===== src/rtl/core/hpq_pkg.sv =====
`timescale 1ns / 1ps

package hpq_pkg;

   // Default sizing
   localparam int HEAP_DEPTH_DEF = 1024;
   localparam int ELEM_WIDTH_DEF = 32;

   // Operation codes
   typedef enum logic [2:0] {
      OP_PUSH  = 3'd0,
      OP_POP   = 3'd1,
      OP_CLEAR = 3'd2,
      OP_LOAD  = 3'd3,
      OP_BUILD = 3'd4
   } opcode_type;

   // Result status codes
   typedef enum logic [1:0] {
      STAT_OK    = 2'd0,
      STAT_EMPTY = 2'd1,
      STAT_FULL  = 2'd2
   } status_type;

   // Request and response words
   typedef struct packed {
      logic [2:0]         opcode;
      logic signed [31:0] value;
   } req_type;

   typedef struct packed {
      logic signed [31:0] popped;
      logic               popped_valid;
      logic [1:0]         status;
      logic [10:0]        count;
      logic               is_empty;
      logic               is_full;
   } rsp_type;

   // Microprogram steps
   typedef enum logic [4:0] {
      ST_IDLE,
      ST_PU0, ST_PU1, ST_PU2, ST_PUW,
      ST_LD0, ST_FULLS,
      ST_PO0, ST_PO1, ST_PO2, ST_EMPS,
      ST_CLR,
      ST_BL0, ST_BL1, ST_BL2,
      ST_SD0, ST_SD1, ST_SD2, ST_SD3, ST_SDW,
      ST_RESP
   } step_type;

   typedef enum logic [1:0] {
      SEQ_NEXT, SEQ_JUMP, SEQ_JCOND, SEQ_DISPATCH
   } seq_type;

   typedef enum logic [3:0] {
      C_NONE, C_FULL, C_NOT_FULL, C_EMPTY, C_IDX_ZERO, C_CNT_LT2, C_POS_ZERO,
      C_LEFT_OUT, C_RIGHT_OUT, C_ABOVE, C_CONT, C_BUILD
   } cond_type;

   // When the datapath updates of a step take effect
   typedef enum logic [1:0] {
      G_ALWAYS, G_COND, G_NCOND, G_ABOVE
   } gate_type;

   typedef enum logic [1:0] {
      CMP_TMP_RD, CMP_RD_VAL, CMP_VAL_TMP
   } cmp_type;

   typedef enum logic [2:0] {
      IDX_HOLD, IDX_CNT, IDX_PARENT, IDX_ZERO, IDX_POSM1, IDX_CHD
   } idx_op_type;

   typedef enum logic [1:0] {
      CNT_HOLD, CNT_INC, CNT_DEC, CNT_CLR
   } cnt_op_type;

   typedef enum logic [1:0] {
      POS_HOLD, POS_HALF, POS_DEC
   } pos_op_type;

   typedef enum logic [1:0] {
      CHD_HOLD, CHD_LEFT_IDX, CHD_LEFT_CHD, CHD_INC
   } chd_op_type;

   typedef enum logic {
      VAL_HOLD, VAL_RDQ
   } val_op_type;

   typedef enum logic {
      TMP_HOLD, TMP_RDQ
   } tmp_op_type;

   typedef enum logic [2:0] {
      RD_ZERO, RD_PARENT, RD_LAST, RD_POSM1, RD_LEFT_IDX, RD_LEFT_CHD, RD_RIGHT
   } rd_op_type;

   typedef enum logic [2:0] {
      WR_NONE, WR_IDX_TMP, WR_IDX_RDQ, WR_IDX_VAL, WR_CNT_TMP
   } wr_op_type;

   typedef enum logic [2:0] {
      OUT_NONE, OUT_POP, OUT_FULL, OUT_EMPTY, OUT_DONE
   } out_op_type;

   // One control word
   typedef struct packed {
      seq_type    seq;
      cond_type   cond;
      gate_type   gate;
      step_type   target;
      cmp_type    cmp;
      idx_op_type idx_op;
      cnt_op_type cnt_op;
      pos_op_type pos_op;
      chd_op_type chd_op;
      val_op_type val_op;
      tmp_op_type tmp_op;
      rd_op_type  rd_op;
      wr_op_type  wr_op;
      out_op_type out_op;
   } ucode_type;

   // Control from sequencer to datapath
   typedef struct packed {
      ucode_type uc;
      logic      upd_en;
      logic      accept;
   } ctrl_type;

   // Status flags from datapath to sequencer
   typedef struct packed {
      logic full;
      logic empty;
      logic idx_zero;
      logic cnt_lt2;
      logic pos_zero;
      logic left_out;
      logic right_out;
      logic above;
      logic cont;
      logic build;
   } flags_type;

   localparam ucode_type UC_NOP = '{
      seq: SEQ_NEXT, cond: C_NONE, gate: G_ALWAYS, target: ST_IDLE,
      cmp: CMP_TMP_RD, idx_op: IDX_HOLD, cnt_op: CNT_HOLD, pos_op: POS_HOLD,
      chd_op: CHD_HOLD, val_op: VAL_HOLD, tmp_op: TMP_HOLD, rd_op: RD_ZERO,
      wr_op: WR_NONE, out_op: OUT_NONE};

   // Control store
   function automatic ucode_type ucode_rom(step_type step);
      ucode_type w;
      w = UC_NOP;
      case (step)
         ST_IDLE: begin
            w.seq = SEQ_DISPATCH;
         end
         // push: append at the end, then walk toward the root
         ST_PU0: begin
            w.seq = SEQ_JCOND; w.cond = C_FULL; w.target = ST_FULLS;
            w.gate = G_NCOND; w.idx_op = IDX_CNT; w.cnt_op = CNT_INC;
         end
         ST_PU1: begin
            w.seq = SEQ_JCOND; w.cond = C_IDX_ZERO; w.target = ST_PUW;
            w.rd_op = RD_PARENT;
         end
         ST_PU2: begin
            w.seq = SEQ_JCOND; w.cond = C_ABOVE; w.target = ST_PU1;
            w.gate = G_COND; w.cmp = CMP_TMP_RD;
            w.wr_op = WR_IDX_RDQ; w.idx_op = IDX_PARENT;
         end
         ST_PUW: begin
            w.seq = SEQ_JUMP; w.target = ST_RESP; w.wr_op = WR_IDX_TMP;
         end
         // raw load, falls into the full report
         ST_LD0: begin
            w.seq = SEQ_JCOND; w.cond = C_NOT_FULL; w.target = ST_RESP;
            w.gate = G_COND; w.wr_op = WR_CNT_TMP; w.cnt_op = CNT_INC;
         end
         ST_FULLS: begin
            w.seq = SEQ_JUMP; w.target = ST_RESP; w.out_op = OUT_FULL;
         end
         // pop: take the root, move the last element up, sift down
         ST_PO0: begin
            w.seq = SEQ_JCOND; w.cond = C_EMPTY; w.target = ST_EMPS;
            w.rd_op = RD_ZERO;
         end
         ST_PO1: begin
            w.out_op = OUT_POP; w.cnt_op = CNT_DEC; w.rd_op = RD_LAST;
         end
         ST_PO2: begin
            w.seq = SEQ_JUMP; w.target = ST_SD0;
            w.tmp_op = TMP_RDQ; w.idx_op = IDX_ZERO;
         end
         ST_EMPS: begin
            w.seq = SEQ_JUMP; w.target = ST_RESP; w.out_op = OUT_EMPTY;
         end
         ST_CLR: begin
            w.seq = SEQ_JUMP; w.target = ST_RESP; w.cnt_op = CNT_CLR;
         end
         // build: sift down every inner node, last one first
         ST_BL0: begin
            w.seq = SEQ_JCOND; w.cond = C_CNT_LT2; w.target = ST_RESP;
            w.gate = G_NCOND; w.pos_op = POS_HALF;
         end
         ST_BL1: begin
            w.seq = SEQ_JCOND; w.cond = C_POS_ZERO; w.target = ST_RESP;
            w.gate = G_NCOND; w.pos_op = POS_DEC; w.idx_op = IDX_POSM1;
            w.rd_op = RD_POSM1;
         end
         ST_BL2: begin
            w.tmp_op = TMP_RDQ;
         end
         // sift-down routine, steps SD1 to SD3 per level; SD2 is skipped where there is no right child
         ST_SD0: begin
            w.seq = SEQ_JCOND; w.cond = C_LEFT_OUT; w.target = ST_SDW;
            w.chd_op = CHD_LEFT_IDX; w.rd_op = RD_LEFT_IDX;
         end
         ST_SD1: begin
            w.seq = SEQ_JCOND; w.cond = C_RIGHT_OUT; w.target = ST_SD3;
            w.val_op = VAL_RDQ; w.rd_op = RD_RIGHT;
         end
         ST_SD2: begin
            w.gate = G_ABOVE; w.cmp = CMP_RD_VAL;
            w.val_op = VAL_RDQ; w.chd_op = CHD_INC;
         end
         ST_SD3: begin
            w.seq = SEQ_JCOND; w.cond = C_CONT; w.target = ST_SD1;
            w.gate = G_ABOVE; w.cmp = CMP_VAL_TMP; w.wr_op = WR_IDX_VAL;
            w.idx_op = IDX_CHD; w.chd_op = CHD_LEFT_CHD; w.rd_op = RD_LEFT_CHD;
         end
         ST_SDW: begin
            w.seq = SEQ_JCOND; w.cond = C_BUILD; w.target = ST_BL1;
            w.wr_op = WR_IDX_TMP;
         end
         ST_RESP: begin
            w.seq = SEQ_JUMP; w.target = ST_IDLE; w.out_op = OUT_DONE;
         end
         default: begin
            w.seq = SEQ_JUMP; w.target = ST_IDLE;
         end
      endcase
      return w;
   endfunction

endpackage


===== src/rtl/core/hpq_seq.sv =====
`timescale 1ns / 1ps

module hpq_seq
   import hpq_pkg::*;
(
   input  logic      clock,
   input  logic      reset,
   input  logic      start,
   input  logic [2:0] opcode,
   input  flags_type flags,
   output logic      busy,
   output ctrl_type  ctrl
);

   step_type  pc_ff, pc_in;
   ucode_type uc;
   logic      cond_hit;
   logic      accept;
   step_type  entry;

   assign uc     = ucode_rom(pc_ff);
   assign busy   = (pc_ff != ST_IDLE);
   assign accept = start && !busy;

   // condition select
   always_comb begin
      case (uc.cond)
         C_NONE:      cond_hit = 1'b0;
         C_FULL:      cond_hit = flags.full;
         C_NOT_FULL:  cond_hit = !flags.full;
         C_EMPTY:     cond_hit = flags.empty;
         C_IDX_ZERO:  cond_hit = flags.idx_zero;
         C_CNT_LT2:   cond_hit = flags.cnt_lt2;
         C_POS_ZERO:  cond_hit = flags.pos_zero;
         C_LEFT_OUT:  cond_hit = flags.left_out;
         C_RIGHT_OUT: cond_hit = flags.right_out;
         C_ABOVE:     cond_hit = flags.above;
         C_CONT:      cond_hit = flags.cont;
         C_BUILD:     cond_hit = flags.build;
         default:     cond_hit = 1'b0;
      endcase
   end

   // opcode entry points; unused codes just answer
   always_comb begin
      case (opcode)
         OP_PUSH:  entry = ST_PU0;
         OP_POP:   entry = ST_PO0;
         OP_CLEAR: entry = ST_CLR;
         OP_LOAD:  entry = ST_LD0;
         OP_BUILD: entry = ST_BL0;
         default:  entry = ST_RESP;
      endcase
   end

   // next step
   always_comb begin
      case (uc.seq)
         SEQ_NEXT:     pc_in = step_type'(pc_ff + 5'd1);
         SEQ_JUMP:     pc_in = uc.target;
         SEQ_JCOND:    pc_in = cond_hit ? uc.target : step_type'(pc_ff + 5'd1);
         SEQ_DISPATCH: pc_in = accept ? entry : ST_IDLE;
         default:      pc_in = ST_IDLE;
      endcase
   end

   // control outputs
   always_comb begin
      ctrl.uc     = uc;
      ctrl.accept = accept;
      case (uc.gate)
         G_ALWAYS: ctrl.upd_en = 1'b1;
         G_COND:   ctrl.upd_en = cond_hit;
         G_NCOND:  ctrl.upd_en = !cond_hit;
         G_ABOVE:  ctrl.upd_en = flags.above;
         default:  ctrl.upd_en = 1'b0;
      endcase
   end

   always_ff @(posedge clock) begin
      if (reset) begin
         pc_ff <= ST_IDLE;
      end else begin
         pc_ff <= pc_in;
      end
   end

endmodule


===== config.mk =====
export PLATFORM = sky130hd
export DESIGN_NAME = hpq_seq
export DESIGN_NICKNAME = d
export VERILOG_FILES = /design/src/rtl/core/hpq_pkg.sv /design/src/rtl/core/hpq_seq.sv
export SDC_FILE = /design/constraint.sdc
export NUM_CORES = 1
export LEC_CHECK = 0
export BUFFER_PORTS_ARGS = -buffer_cell sky130_fd_sc_hd__buf_2
export CORE_ASPECT_RATIO = 0.8
export CORE_UTILIZATION = 25
export CTS_CLUSTER_DIAMETER = 200
export DETAILED_ROUTE_END_ITERATION = 6
export GPL_TIMING_DRIVEN = 0
export PLACE_DENSITY = 0.44
export SLEW_MARGIN = 5
export SYNTH_ARGS = -nofsm -noshare
export SYNTH_HDL_FRONTEND = slang
export SYNTH_SLANG_ARGS = --single-unit

===== constraint.sdc =====
create_clock -name clock -period 5.25 [get_ports clock]
set_clock_uncertainty 0.05 [all_clocks]
set_input_delay 0.7875 -clock clock [delete_from_list [all_inputs] [get_ports clock]]
set_output_delay 0.7875 -clock clock [all_outputs]
set_load 0.1 [all_outputs]

==> impl_metrics.ini <==
[sta]
timing.slew.headroom = 0.5196
worst-slew-pin-transition_ns = 0.7150
rsz0062_at_grt = false
fmaxAchievable_ghz = 0.2088
post-route-min-period_ns = 4.789
final_hold_viol_count = 0
finalSetupViolCount = 0
tns_ns = 0
final_min_period_over_clock_period = 0.9122
finalMaxSlewViolations = 0

[floorplanning]
coreArea_um2 = 5180
floorplan.io_pins = 54
die_area_um2 = 5895
placementRows = 23
start_util = 0.2698
chipWidth_um = 85.60
die_height_um = 68.88

[logic_synthesis]
ys_dominant_reg_cell = sky130_fd_sc_hd__dfxtp_1
sequential_cell_area_fraction_in_the_yosys_report = 0.07162
leading_post_synthesis_cells_by_instance_count = sky130_fd_sc_hd__nor2_1 (25), sky130_fd_sc_hd__a21oi_1 (20), sky130_fd_sc_hd__inv_1 (18), sky130_fd_sc_hd__o21ai_0 (18), sky130_fd_sc_hd__nand2_1 (12)
synth_enable_flop_cells = 0
synth_area_leaders = sky130_fd_sc_hd__a21oi_1 (7.2%), sky130_fd_sc_hd__dfxtp_1 (7.2%), sky130_fd_sc_hd__nor2_1 (6.7%)
synth.most_common_cell = sky130_fd_sc_hd__nor2_1
synth_cell_types = 54
synth.net_count = 236
warning_count_from_the_yosys_run = 0
yosys.area.top_type_share = 0.07162
synth_cells = 215
syn_avg_cell_area_um2 = 6.500
netlist_area_um2 = 1398
synth_area_leader = sky130_fd_sc_hd__a21oi_1
synth_seq_cells = 5
async_reset_ff_frac = 0

[placement]
numPlacedInstances = 330
port_buffer_cells = 53
detailedPlacementHpwl_mm = 4.254
gpl.final_weighted_congestion = 0.8566

[worst_setup_path]
critPathCaptureType = primary output
worstPathArrival_ns = 3.95
cp-start-kind = register
ff2ff_setup_slack_ns = 1.67
worst_ep_required_time_ns = 4.41
critPathKind = reg2out
highest_fanout_seen_on_the_critical_path = 10

[run_status]
status = finished clean

[layout]
largest_register = pc_ff
num-fill-cells = 586
drive_gt1_frac = 0.2794
largest_register_ff_count = 5
nets = 294
insertedDiodeCount = 0
post_layout_instance_count_excluding_filler_cells = 334
area_delta_synth_final_pct = 28.20
largest_registers = pc_ff: 5 flops

[grt]
leftover_overflow_at_the_end_of_global_routing = 0
grt_pass1_wl_mm = 8.452
grt_antenna_before_repair = 0
number_of_global_route_vias_before_repair = 1580
grt_usage = 0.1840
pin_count_of_the_biggest_net_entering_global_routing = 11

[routing]
drc = 0
ant_nets = 0
routed_wire_length_per_instance_um = 16.04
drt_iter0_markers = 166
drtPass1Iterations = 4
routed_vias = 1835
route.detailed.vias_per_inst = 5.494
route.final.wire_length_mm = 5.356

[clock_network]
clock-sinks = 5
tritoncts.num_buffers = 3
root_buffer = sky130_fd_sc_hd__clkbuf_8
clkLatencyLatePin_ns = 0.22
cts_tree = yes
clkSlewWorstSetupHoldPaths_ns = 0.03
cts-root-to-sink-buffers = 2
cts_hold_repair.buffers = 0
cts_setup_buffers = 0
h-tree-depth = 1
post_cts_resize_count = 0

[worst_hold_path]
hold_path.class = reg2reg

[flow_run]
timing.max_cap.violations = 0
[worst paths after layout]
| check | from | endpoint | depth (start not counted) |
|---|---|---|---|
| min reg2reg | pc_ff[0] | pc_ff[0] | 2 |
| min | pc_ff[0] | pc_ff[0] | 2 |
| max reg2reg | pc_ff[2] | pc_ff[0] | 11 |
| max | pc_ff[2] | ctrl[1] | 12 |
[critical path, cell delays in order (launching register included)]
cell and delay (ns):
sky130_fd_sc_hd__dfxtp_1 0.37, sky130_fd_sc_hd__buf_6 0.16, sky130_fd_sc_hd__clkbuf_1 0.34, sky130_fd_sc_hd__clkbuf_1 0.48
sky130_fd_sc_hd__and3_1 0.24, sky130_fd_sc_hd__ha_1 0.29, sky130_fd_sc_hd__a21oi_1 0.19, sky130_fd_sc_hd__a311o_1 0.38
sky130_fd_sc_hd__a311oi_2 0.35, sky130_fd_sc_hd__a22o_2 0.27, sky130_fd_sc_hd__nor3_1 0.05, sky130_fd_sc_hd__or3_1 0.31
sky130_fd_sc_hd__buf_2 0.30
[metal layers]
layer / track usage / wire (um) / share of wire / up-vias
met4: 0.02917 / 22 / 0.0041 / 0
met5: 0 / 0 / 0 / -
met3: 0.01786 / 515 / 0.096 / 2
met1: 0.2880 / 2630 / 0.49 / 835
li1: - / - / - / 905
met2: 0.2710 / 2187 / 0.41 / 93
[layout by cell type, fill, tap and decap left out, types with 5 or more instances in the layout]
master                     instances
sky130_fd_sc_hd__buf_2            57
sky130_fd_sc_hd__nand2b_1          9
sky130_fd_sc_hd__nor3_1            7
sky130_fd_sc_hd__inv_1            18
sky130_fd_sc_hd__a211oi_1          5
sky130_fd_sc_hd__mux2i_1           7
sky130_fd_sc_hd__nor2_1           25
sky130_fd_sc_hd__o21ai_0          18
sky130_fd_sc_hd__a21o_1            6
sky130_fd_sc_hd__dfxtp_1           5
sky130_fd_sc_hd__ha_1              5
sky130_fd_sc_hd__nand3_1           6
sky130_fd_sc_hd__clkbuf_1          8
sky130_fd_sc_hd__nand2_1          12
sky130_fd_sc_hd__a21oi_1          20
[final cells by class]
type | count | area (um2) | area share
multi-input combinational | 177 | 1156 | 0.6453
timing repair buffer | 53 | 265.3 | 0.1480
sequential | 5 | 100.1 | 0.05587
buffer | 15 | 80.08 | 0.04469
tap | 62 | 77.57 | 0.04330
inverter | 18 | 67.56 | 0.03771
clock buffer | 4 | 45.04 | 0.02514
[logic make-up (layout without fill, tap and decap cells)]
group	after synthesis	in the layout	share of synthesized area
DFF	5	5	0.07162
adders and majority gates	5	5	0.04476
buffers and inverters	33	90	0.1056
muxes	7	7	0.05014
AOI/OAI and AO/OA	81	81	0.4047
xor gates and xnor gates	6	6	0.03761
and+or+nand+nor	78	78	0.2856
[stage by stage]
stage,hold slack [ns],setup WS (ns),util,cell area [um2]
6_report,0.6121,0.4610,0.3459,1792
5_1_grt,0.6373,0.1694,0.3459,1792
4_1_cts,0.6080,0.4435,0.3459,1792
3_5_place_dp,0.5974,0.6910,0.3372,1747
3_3_place_gp,0.5982,0.6260,0.3372,1747
2_1_floorplan,0.5434,0.2867,-,1404
Power is not shown: default switching activity piles up to over one toggle a cycle in this logic, so the estimate is an artifact.
